--- config.mk ---
export PLATFORM = sky130hd
export DESIGN_NAME = pitch_rate_pi_controller_top
export DESIGN_NICKNAME = d
export VERILOG_FILES = /design/src/rtl/core/prc_pkg.sv /design/src/rtl/core/pitch_rate_pi_controller_top.sv
export SDC_FILE = /design/constraint.sdc
export NUM_CORES = 2
export LEC_CHECK = 0
export ABC_AREA = 1
export BUFFER_PORTS_ARGS = -buffer_cell sky130_fd_sc_hd__buf_2
export CELL_PAD_IN_SITES_DETAIL_PLACEMENT = 0
export CELL_PAD_IN_SITES_GLOBAL_PLACEMENT = 1
export CORE_MARGIN = 3
export CORE_UTILIZATION = 49
export CTS_CLUSTER_SIZE = 12
export DETAILED_ROUTE_END_ITERATION = 6
export GPL_TIMING_DRIVEN = 0
export HOLD_SLACK_MARGIN = 0.06
export PLACE_DENSITY = 0.8
export REMOVE_ABC_BUFFERS = 1
export SETUP_SLACK_MARGIN = 0.05
export SLEW_MARGIN = 30
export SYNTH_ARGS = -nofsm -noshare
export SYNTH_HDL_FRONTEND = slang
export SYNTH_SLANG_ARGS = --single-unit
--- constraint.sdc ---
create_clock -name clock -period 10.75 [get_ports clock]
set_input_delay 1.075 -clock clock [delete_from_list [all_inputs] [get_ports clock]]
set_output_delay 1.075 -clock clock [all_outputs]
set_load 0.005 [all_outputs]
--- src/rtl/core/prc_pkg.sv ---
// Types, constants and the control program of the pitch-rate PI controller.
package prc_pkg;

   localparam int RATE_W        = 16;
   localparam int SCALER_W      = 14;
   localparam int DT_W          = 16;
   localparam int DT_FRAC       = 16;
   localparam int GAIN_W        = 16;
   localparam int INTEG_W       = 18;
   localparam int RAW_W         = 24;
   localparam int ACT_W         = 14;
   localparam int CSR_IDX_W     = 2;
   localparam int STEP_W        = 4;
   localparam int FRAC_BITS_DEF = 12;

   typedef enum logic [CSR_IDX_W-1:0] {
      CSR_GAIN_P   = 2'd0,
      CSR_GAIN_I   = 2'd1,
      CSR_GAIN_FF  = 2'd2,
      CSR_INT_LIM  = 2'd3
   } csr_index_type;

   typedef struct packed {
      logic signed [RATE_W-1:0] rate_setpoint;
      logic signed [RATE_W-1:0] measured_rate;
      logic [SCALER_W-1:0]      airspeed_scaler;
      logic [DT_W-1:0]          time_step;
      logic                     lock_integ;
      logic                     inputs_valid;
   } req_payload_type;

   typedef struct packed {
      logic signed [ACT_W-1:0] actuator;
      logic                    saturated;
   } rsp_payload_type;

   typedef enum logic [1:0] {
      A_SCALER,
      A_SETPOINT,
      A_ERROR,
      A_TMP
   } a_sel_type;

   typedef enum logic [2:0] {
      B_SCALER,
      B_DT,
      B_S2,
      B_GAIN_P,
      B_GAIN_I,
      B_GAIN_FF
   } b_sel_type;

   typedef enum logic [1:0] {
      SH_NONE,
      SH_F,
      SH_2F,
      SH_DT
   } shift_type;

   typedef enum logic [3:0] {
      D_NONE,
      D_S2,
      D_TMP,
      D_TMP_AW,
      D_ACC_LOAD,
      D_ACC_ADD,
      D_INTEG,
      D_RAW,
      D_OUT
   } dst_type;

   typedef enum logic [1:0] {
      C_NEVER,
      C_INVALID,
      C_NOINTEG
   } cond_type;

   typedef struct packed {
      cond_type          cond;
      logic [STEP_W-1:0] target;
      a_sel_type         a_sel;
      b_sel_type         b_sel;
      shift_type         shift;
      dst_type           dst;
   } ctrl_word_type;

   localparam logic [STEP_W-1:0] STEP_INTEG_END = 4'd9;
   localparam logic [STEP_W-1:0] STEP_EMIT      = 4'd10;

   function automatic ctrl_word_type prc_rom(logic [STEP_W-1:0] step);
      ctrl_word_type w;
      w = '{C_NEVER, '0, A_TMP, B_S2, SH_NONE, D_NONE};
      case (step)
         4'd0: w = '{C_INVALID, STEP_EMIT, A_SCALER, B_SCALER, SH_F, D_S2};
         4'd1: w = '{C_NEVER, '0, A_SETPOINT, B_SCALER, SH_NONE, D_TMP};
         4'd2: w = '{C_NEVER, '0, A_TMP, B_GAIN_FF, SH_2F, D_ACC_LOAD};
         4'd3: w = '{C_NEVER, '0, A_ERROR, B_S2, SH_NONE, D_TMP};
         4'd4: w = '{C_NOINTEG, STEP_INTEG_END, A_TMP, B_GAIN_P, SH_2F, D_ACC_ADD};
         4'd5: w = '{C_NEVER, '0, A_ERROR, B_DT, SH_DT, D_TMP};
         4'd6: w = '{C_NEVER, '0, A_TMP, B_S2, SH_F, D_TMP_AW};
         4'd7: w = '{C_NEVER, '0, A_TMP, B_GAIN_I, SH_F, D_TMP};
         4'd8: w = '{C_NEVER, '0, A_TMP, B_S2, SH_NONE, D_INTEG};
         4'd9: w = '{C_NEVER, '0, A_TMP, B_S2, SH_NONE, D_RAW};
         default: w = '{C_NEVER, '0, A_TMP, B_S2, SH_NONE, D_OUT};
      endcase
      return w;
   endfunction

endpackage

--- src/rtl/core/pitch_rate_pi_controller_top.sv ---
// Pitch-rate PI controller: microcoded sequencer around one shared multiplier.
//
//  Channel | Ports                                | Direction | Moves
//  req     | req_valid, req_stall, req_payload    | in        | one sample per transfer
//  rsp     | rsp_valid, rsp_stall, rsp_payload    | out       | one command per transfer
//  csr     | csr_we, csr_index, csr_wdata         | in        | one register write
//
// One program step runs per cycle through the shared multiplier unless the final step holds.
// A valid sample runs the steps in order but skips the integrator ones when the integrator is
// locked or its gain is zero; an invalid one skips to the final step, which frees the input.
// Reset clears gains, integrator and last output, and empties the result register.
// A new sample is taken while a result waits; the final step holds while that result stalls.
module pitch_rate_pi_controller_top #(
   parameter int FRAC_BITS = prc_pkg::FRAC_BITS_DEF
) (
   input  logic                               clock,
   input  logic                               reset,
   input  logic                               req_valid,
   output logic                               req_stall,
   input  prc_pkg::req_payload_type           req_payload,
   output logic                               rsp_valid,
   input  logic                               rsp_stall,
   output prc_pkg::rsp_payload_type           rsp_payload,
   input  logic                               csr_we,
   input  logic [prc_pkg::CSR_IDX_W-1:0]      csr_index,
   input  logic [prc_pkg::GAIN_W-1:0]         csr_wdata
);
   import prc_pkg::*;

   localparam int E_W    = RATE_W + 1;
   localparam int S2_W   = 2 * SCALER_W - FRAC_BITS;
   localparam int BW     = (S2_W > GAIN_W) ? S2_W : GAIN_W;
   localparam int TMP_W  = E_W + BW;
   localparam int PW     = TMP_W + BW + 1;
   localparam int ACC_A  = PW - 2 * FRAC_BITS + 2;
   localparam int ACC_W  = (ACC_A > RAW_W + 2) ? ACC_A : RAW_W + 2;
   localparam logic signed [RAW_W-1:0] ONE_Q  = RAW_W'(1 << FRAC_BITS);
   localparam logic signed [RAW_W-1:0] RAW_HI = {1'b0, {(RAW_W-1){1'b1}}};
   localparam logic signed [RAW_W-1:0] RAW_LO = {1'b1, {(RAW_W-1){1'b0}}};

   logic [GAIN_W-1:0]         gain_p_ff, gain_p_in;
   logic [GAIN_W-1:0]         gain_i_ff, gain_i_in;
   logic [GAIN_W-1:0]         gain_ff_ff, gain_ff_in;
   logic [GAIN_W-1:0]         limit_ff, limit_in;
   logic signed [INTEG_W-1:0] integ_ff, integ_in;
   logic signed [RAW_W-1:0]   raw_ff, raw_in;
   logic                      busy_ff, busy_in;
   logic [STEP_W-1:0]         step_ff, step_in;
   logic                      rsp_valid_ff, rsp_valid_in;
   rsp_payload_type           rsp_payload_ff, rsp_payload_in;
   logic signed [RATE_W-1:0]  sp_ff, sp_in;
   logic signed [E_W-1:0]     e_ff, e_in;
   logic [SCALER_W-1:0]       s_ff, s_in;
   logic [DT_W-1:0]           dt_ff, dt_in;
   logic                      lock_ff, lock_in;
   logic                      valid_ff, valid_in;
   logic [S2_W-1:0]           s2_ff, s2_in;
   logic signed [TMP_W-1:0]   tmp_ff, tmp_in;
   logic signed [ACC_W-1:0]   acc_ff, acc_in;

   ctrl_word_type             cw;
   logic signed [TMP_W-1:0]   a_val;
   logic [BW-1:0]             b_val;
   logic signed [PW-1:0]      prod;
   logic signed [PW-1:0]      sh;
   logic signed [TMP_W-1:0]   sh_tmp;
   logic signed [TMP_W:0]     isum;
   logic signed [TMP_W:0]     lim_pos;
   logic signed [ACC_W:0]     rsum;
   logic                      jump;
   logic                      out_free;
   logic                      req_take;

   assign req_stall   = busy_ff;
   assign rsp_valid   = rsp_valid_ff;
   assign rsp_payload = rsp_payload_ff;
   assign req_take    = req_valid && !busy_ff;
   assign out_free    = !rsp_valid_ff || !rsp_stall;
   assign cw          = prc_rom(step_ff);

   always_comb begin
      case (cw.a_sel)
         A_SCALER:   a_val = TMP_W'($signed({1'b0, s_ff}));
         A_SETPOINT: a_val = TMP_W'(sp_ff);
         A_ERROR:    a_val = TMP_W'(e_ff);
         A_TMP:      a_val = tmp_ff;
         default:    a_val = tmp_ff;
      endcase
      case (cw.b_sel)
         B_SCALER:  b_val = BW'(s_ff);
         B_DT:      b_val = BW'(dt_ff);
         B_S2:      b_val = BW'(s2_ff);
         B_GAIN_P:  b_val = BW'(gain_p_ff);
         B_GAIN_I:  b_val = BW'(gain_i_ff);
         B_GAIN_FF: b_val = BW'(gain_ff_ff);
         default:   b_val = BW'(s2_ff);
      endcase
      prod = PW'(a_val) * PW'($signed({1'b0, b_val}));
      case (cw.shift)
         SH_NONE: sh = prod;
         SH_F:    sh = prod >>> FRAC_BITS;
         SH_2F:   sh = prod >>> (2 * FRAC_BITS);
         SH_DT:   sh = prod >>> DT_FRAC;
         default: sh = prod;
      endcase
      sh_tmp  = TMP_W'(sh);
      isum    = (TMP_W+1)'(tmp_ff) + (TMP_W+1)'(integ_ff);
      lim_pos = $signed({{(TMP_W+1-GAIN_W){1'b0}}, limit_ff});
      rsum    = (ACC_W+1)'(acc_ff) + (ACC_W+1)'(integ_ff);
      case (cw.cond)
         C_NEVER:   jump = 1'b0;
         C_INVALID: jump = !valid_ff;
         C_NOINTEG: jump = lock_ff || (gain_i_ff == '0);
         default:   jump = 1'b0;
      endcase
   end

   always_comb begin
      gain_p_in      = gain_p_ff;
      gain_i_in      = gain_i_ff;
      gain_ff_in     = gain_ff_ff;
      limit_in       = limit_ff;
      integ_in       = integ_ff;
      raw_in         = raw_ff;
      busy_in        = busy_ff;
      step_in        = step_ff;
      rsp_valid_in   = rsp_valid_ff && rsp_stall;
      rsp_payload_in = rsp_payload_ff;
      sp_in          = sp_ff;
      e_in           = e_ff;
      s_in           = s_ff;
      dt_in          = dt_ff;
      lock_in        = lock_ff;
      valid_in       = valid_ff;
      s2_in          = s2_ff;
      tmp_in         = tmp_ff;
      acc_in         = acc_ff;

      if (csr_we) begin
         case (csr_index_type'(csr_index))
            CSR_GAIN_P:  gain_p_in  = csr_wdata;
            CSR_GAIN_I:  gain_i_in  = csr_wdata;
            CSR_GAIN_FF: gain_ff_in = csr_wdata;
            CSR_INT_LIM: limit_in   = csr_wdata;
            default:     gain_p_in  = gain_p_ff;
         endcase
      end

      if (req_take) begin
         busy_in  = 1'b1;
         step_in  = '0;
         sp_in    = req_payload.rate_setpoint;
         e_in     = E_W'(req_payload.rate_setpoint) - E_W'(req_payload.measured_rate);
         s_in     = req_payload.airspeed_scaler;
         dt_in    = req_payload.time_step;
         lock_in  = req_payload.lock_integ;
         valid_in = req_payload.inputs_valid;
      end else if (busy_ff) begin
         case (cw.dst)
            D_NONE:     acc_in = acc_ff;
            D_S2:       s2_in  = S2_W'(sh);
            D_TMP:      tmp_in = sh_tmp;
            D_TMP_AW: begin
               if ((raw_ff < -ONE_Q && sh_tmp < 0) || (raw_ff > ONE_Q && sh_tmp > 0)) begin
                  tmp_in = '0;
               end else begin
                  tmp_in = sh_tmp;
               end
            end
            D_ACC_LOAD: acc_in = ACC_W'(sh);
            D_ACC_ADD:  acc_in = acc_ff + ACC_W'(sh);
            D_INTEG: begin
               if (isum > lim_pos) begin
                  integ_in = INTEG_W'(lim_pos);
               end else if (isum < -lim_pos) begin
                  integ_in = INTEG_W'(-lim_pos);
               end else begin
                  integ_in = INTEG_W'(isum);
               end
            end
            D_RAW: begin
               if (rsum > (ACC_W+1)'(RAW_HI)) begin
                  raw_in = RAW_HI;
               end else if (rsum < (ACC_W+1)'(RAW_LO)) begin
                  raw_in = RAW_LO;
               end else begin
                  raw_in = RAW_W'(rsum);
               end
            end
            D_OUT: begin
               if (out_free) begin
                  rsp_valid_in = 1'b1;
                  if (raw_ff > ONE_Q) begin
                     rsp_payload_in.actuator = ACT_W'(ONE_Q);
                  end else if (raw_ff < -ONE_Q) begin
                     rsp_payload_in.actuator = ACT_W'(-ONE_Q);
                  end else begin
                     rsp_payload_in.actuator = ACT_W'(raw_ff);
                  end
                  rsp_payload_in.saturated = (raw_ff > ONE_Q) || (raw_ff < -ONE_Q);
                  busy_in = 1'b0;
                  step_in = '0;
               end
            end
            default:    acc_in = acc_ff;
         endcase
         if (cw.dst != D_OUT) begin
            step_in = jump ? cw.target : step_ff + 1'b1;
         end
      end
   end

   always_ff @(posedge clock) begin
      if (reset) begin
         gain_p_ff    <= '0;
         gain_i_ff    <= '0;
         gain_ff_ff   <= '0;
         limit_ff     <= '0;
         integ_ff     <= '0;
         raw_ff       <= '0;
         busy_ff      <= 1'b0;
         step_ff      <= '0;
         rsp_valid_ff <= 1'b0;
      end else begin
         gain_p_ff    <= gain_p_in;
         gain_i_ff    <= gain_i_in;
         gain_ff_ff   <= gain_ff_in;
         limit_ff     <= limit_in;
         integ_ff     <= integ_in;
         raw_ff       <= raw_in;
         busy_ff      <= busy_in;
         step_ff      <= step_in;
         rsp_valid_ff <= rsp_valid_in;
      end
   end

   always_ff @(posedge clock) begin
      rsp_payload_ff <= rsp_payload_in;
      sp_ff          <= sp_in;
      e_ff           <= e_in;
      s_ff           <= s_in;
      dt_ff          <= dt_in;
      lock_ff        <= lock_in;
      valid_ff       <= valid_in;
      s2_ff          <= s2_in;
      tmp_ff         <= tmp_in;
      acc_ff         <= acc_in;
   end

`ifndef SYNTHESIS
   a_rsp_from_program: assert property (@(posedge clock) disable iff (reset)
      $rose(rsp_valid) |-> $past(busy_ff) && !busy_ff)
      else $error("Result appeared without the program reaching its final step.");

   a_accept_restarts: assert property (@(posedge clock) disable iff (reset)
      (req_valid && !req_stall) |=> (busy_ff && step_ff == '0))
      else $error("Accepted sample did not start the program at its first step.");

   a_idle_step_zero: assert property (@(posedge clock) disable iff (reset)
      !busy_ff |-> step_ff == '0)
      else $error("Step counter left nonzero while idle.");
`endif

endmodule

==> metrics <==
CP arrival=10.63 ns; Synth Instances=5236; Die Span X=289 µm; max cap viols=0; Hold Slack=0.448 ns; die height=289 µm; RSZ-0062 raised after global routing=true; kind of cell adding the most delay to the critical path=adder cells; hold path cells=2; clk root buf=clkbuf_16; Worst Setup EP=acc_ff[19]; Post-synth EDFFs=157; first-pass GRT wire length=204 mm; top_reg_cell synth=edfxtp_1; initial antenna violation count=2; NumNets Final=6188; DIE AREA=83400 µm²; dpl ws=-1.46 ns; Crit. End Element=register; gp weighted congestion=0.965; CP max FO=14; Hold Buf Count CTS=0; Final Hold Viols=0; sequential fraction of the synthesis area=0.184; crit path buf inv count=11; Stages on worst setup path=46; post-synthesis register bit count=282; Vias=34996; max_slew headroom=0.364; most frequent CP cell=nand2_1; crit-path max cell delay=0.57 ns; H-tree level count=2; WP data required=11.03 ns; Distinct cells, synth=60; clk_lat worst skew=0.57 ns; n_diodes=0; final setup fails=0; most frequent cells in the layout=nand2_1, inv_1, nor2_1; proportion of layout cells with a drive suffix above 1=0.0802; via/cell ratio=5.48; I/O Buffers=103; CTS Buf Count=34; worst setup margin=0.394 ns; Reg2Reg Setup Slack=0.39 ns; Initial DRC Count=2989; vias in the first global route=35098; routed len/inst=20.9 µm; DRC violations left=0; Layout fillers=7796; GRT Util Overall=0.321; grt ovf=0; largest net degree at the start of global routing=72; Async SR Flop Fraction=0; Achievable Freq=96.6 MHz; outcome=complete, no violations; worst hold path type=reg2reg; Crit-path slowest cell=fa_1; Initial Util=0.495; Initial DRT Pass Iterations=6; Worst-Margin Slew=0.953 ns; commonest non-fill, non-tap cell in the layout=nand2_1; period utilization=0.963; reg2reg start=cw[6]; Syn Area/Cell=7.48 µm²; worst r2r path cells=46; area occupied by registers=7220 µm²; crit start category=register; multi-input logic area=27800 µm²; worst r2r dst=acc_ff[19]; core area=79100 µm²; Final HPWL DP=109 mm; Pins Over Slew Limit=0; post-route ant nets=0; clock tree from TritonCTS=done; Syn Std Cell Area=39200 µm²; clock tree buffer depth=3; Routed WL=133 mm; clock skew=0.0393 ns; Tmin final=10.36 ns; Yosys warnings=0; Area growth, synth to finish=10.0%; clock slew seen by the registers of the worst setup and hold paths=0.06 ns; I/O Pins=104; CP startpoint=cw[6]; CP Class=reg2reg; Row Count=103; clk sinks=282
-- through the flow --
stage | utilization | area, µm² | cells | TNS (ns)
global route | 0.545 | 43100 | 6387 | 0
finish | 0.545 | 43100 | 6387 | 0
CTS | 0.538 | 42600 | 6358 | 0
detailed placement | 0.520 | 41100 | 6279 | -15.83
global placement | 0.511 | 40400 | 6250 | -238.79
floorplan | - | 38600 | 5097 | 0
-- cell usage after synthesis, types with 17 or more instances --
cell type / n / area [µm²]
nor3_1: 40 / 200
xnor2_1: 30 / 263
o21ai_1: 24 / 120
nand3_1: 230 / 1150
edfxtp_1: 157 / 4710
o21ai_0: 225 / 1130
clkinv_1: 17 / 63.8
ha_1: 283 / 3540
fa_1: 507 / 10100
o211ai_1: 17 / 128
dfxtp_1: 125 / 2500
xor2_1: 63 / 552
a21oi_1: 287 / 1440
inv_1: 1074 / 4030
nand2_1: 1197 / 4490
nand4_1: 59 / 369
a221oi_1: 28 / 245
clkbuf_1: 114 / 428
a21oi_2: 31 / 272
nor2_1: 525 / 1970
-- final cells by class --
class                      instances  area share
sequential                       282       0.168
inverter                        1096      0.0980
timing repair inverter             7    0.000929
clock inverter                    16     0.00389
clock buffer                      46      0.0217
timing repair buffer             170      0.0319
multi-input combinational       3720       0.646
tap                             1050      0.0305
-- tightest hold or removal path, delay by kind of cell, from the launching register on --
kind                   cells  cell delay [ns]
buffers and inverters      1             0.05
AOI/OAI and AO/OA          1             0.05
DFF                        1             0.30
-- cells by family after synthesis --
logic type | Yosys count | synth area share
adder cells (fa/ha/maj) | 790 | 0.349
AO/OA/AOI/OAI | 695 | 0.101
buffers and inverters | 1235 | 0.120
flip-flops | 282 | 0.184
AND/OR/NAND/NOR | 2141 | 0.225
XOR/XNOR | 93 | 0.0208
-- registers in the layout, indices dropped and copies added, names as in the netlist, 4 cells and up --
| register | cells |
|---|---|
| gain_ff_ff | 16 |
| gain_p_ff | 16 |
| step_ff | 4 |
| gain_i_ff | 16 |
| tmp_ff | 33 |
| sp_ff | 16 |
| e_ff | 17 |
| integ_ff | 18 |
| raw_ff | 24 |
| acc_ff | 28 |
| cw | 13 |
| s_ff | 14 |
| dt_ff | 16 |
| s2_ff | 16 |
| rsp_payload | 15 |
| limit_ff | 16 |
-- worst min path at each step --
| stage | from | to | slack, ns |
|---|---|---|---|
| after floorplan | gain_ff_ff[11] | gain_ff_ff[11] | 0.43 |
| after CTS | gain_ff_ff[15] | gain_ff_ff[15] | 0.45 |
| after detailed placement | gain_ff_ff[15] | gain_ff_ff[15] | 0.44 |
| after global routing | gain_ff_ff[14] | gain_ff_ff[14] | 0.48 |
| final | gain_ff_ff[15] | gain_ff_ff[15] | 0.45 |
| after global placement | gain_ff_ff[15] | gain_ff_ff[15] | 0.44 |
-- routing by layer --
layer,share of wire,track usage,vias to the layer above
met5,0.00020,0,-
met4,0.033,0.105,4
met3,0.066,0.0369,227
met2,0.47,0.535,1222
met1,0.43,0.437,17076
li1,-,-,16467
-- repair_timing --
action / in CTS / in global routing
setup endpoints to repair: 53 / 14
endpoints found under the hold margin: 0 / 0
setup buffers: 11 / 27
resized for setup: 52 / 46
cloned: 6 / 2
pin swaps: 0 / 9
Power is left out: the tool's default activity adds up to more than one toggle a clock period on the data nets, which glitch-free logic cannot reach.
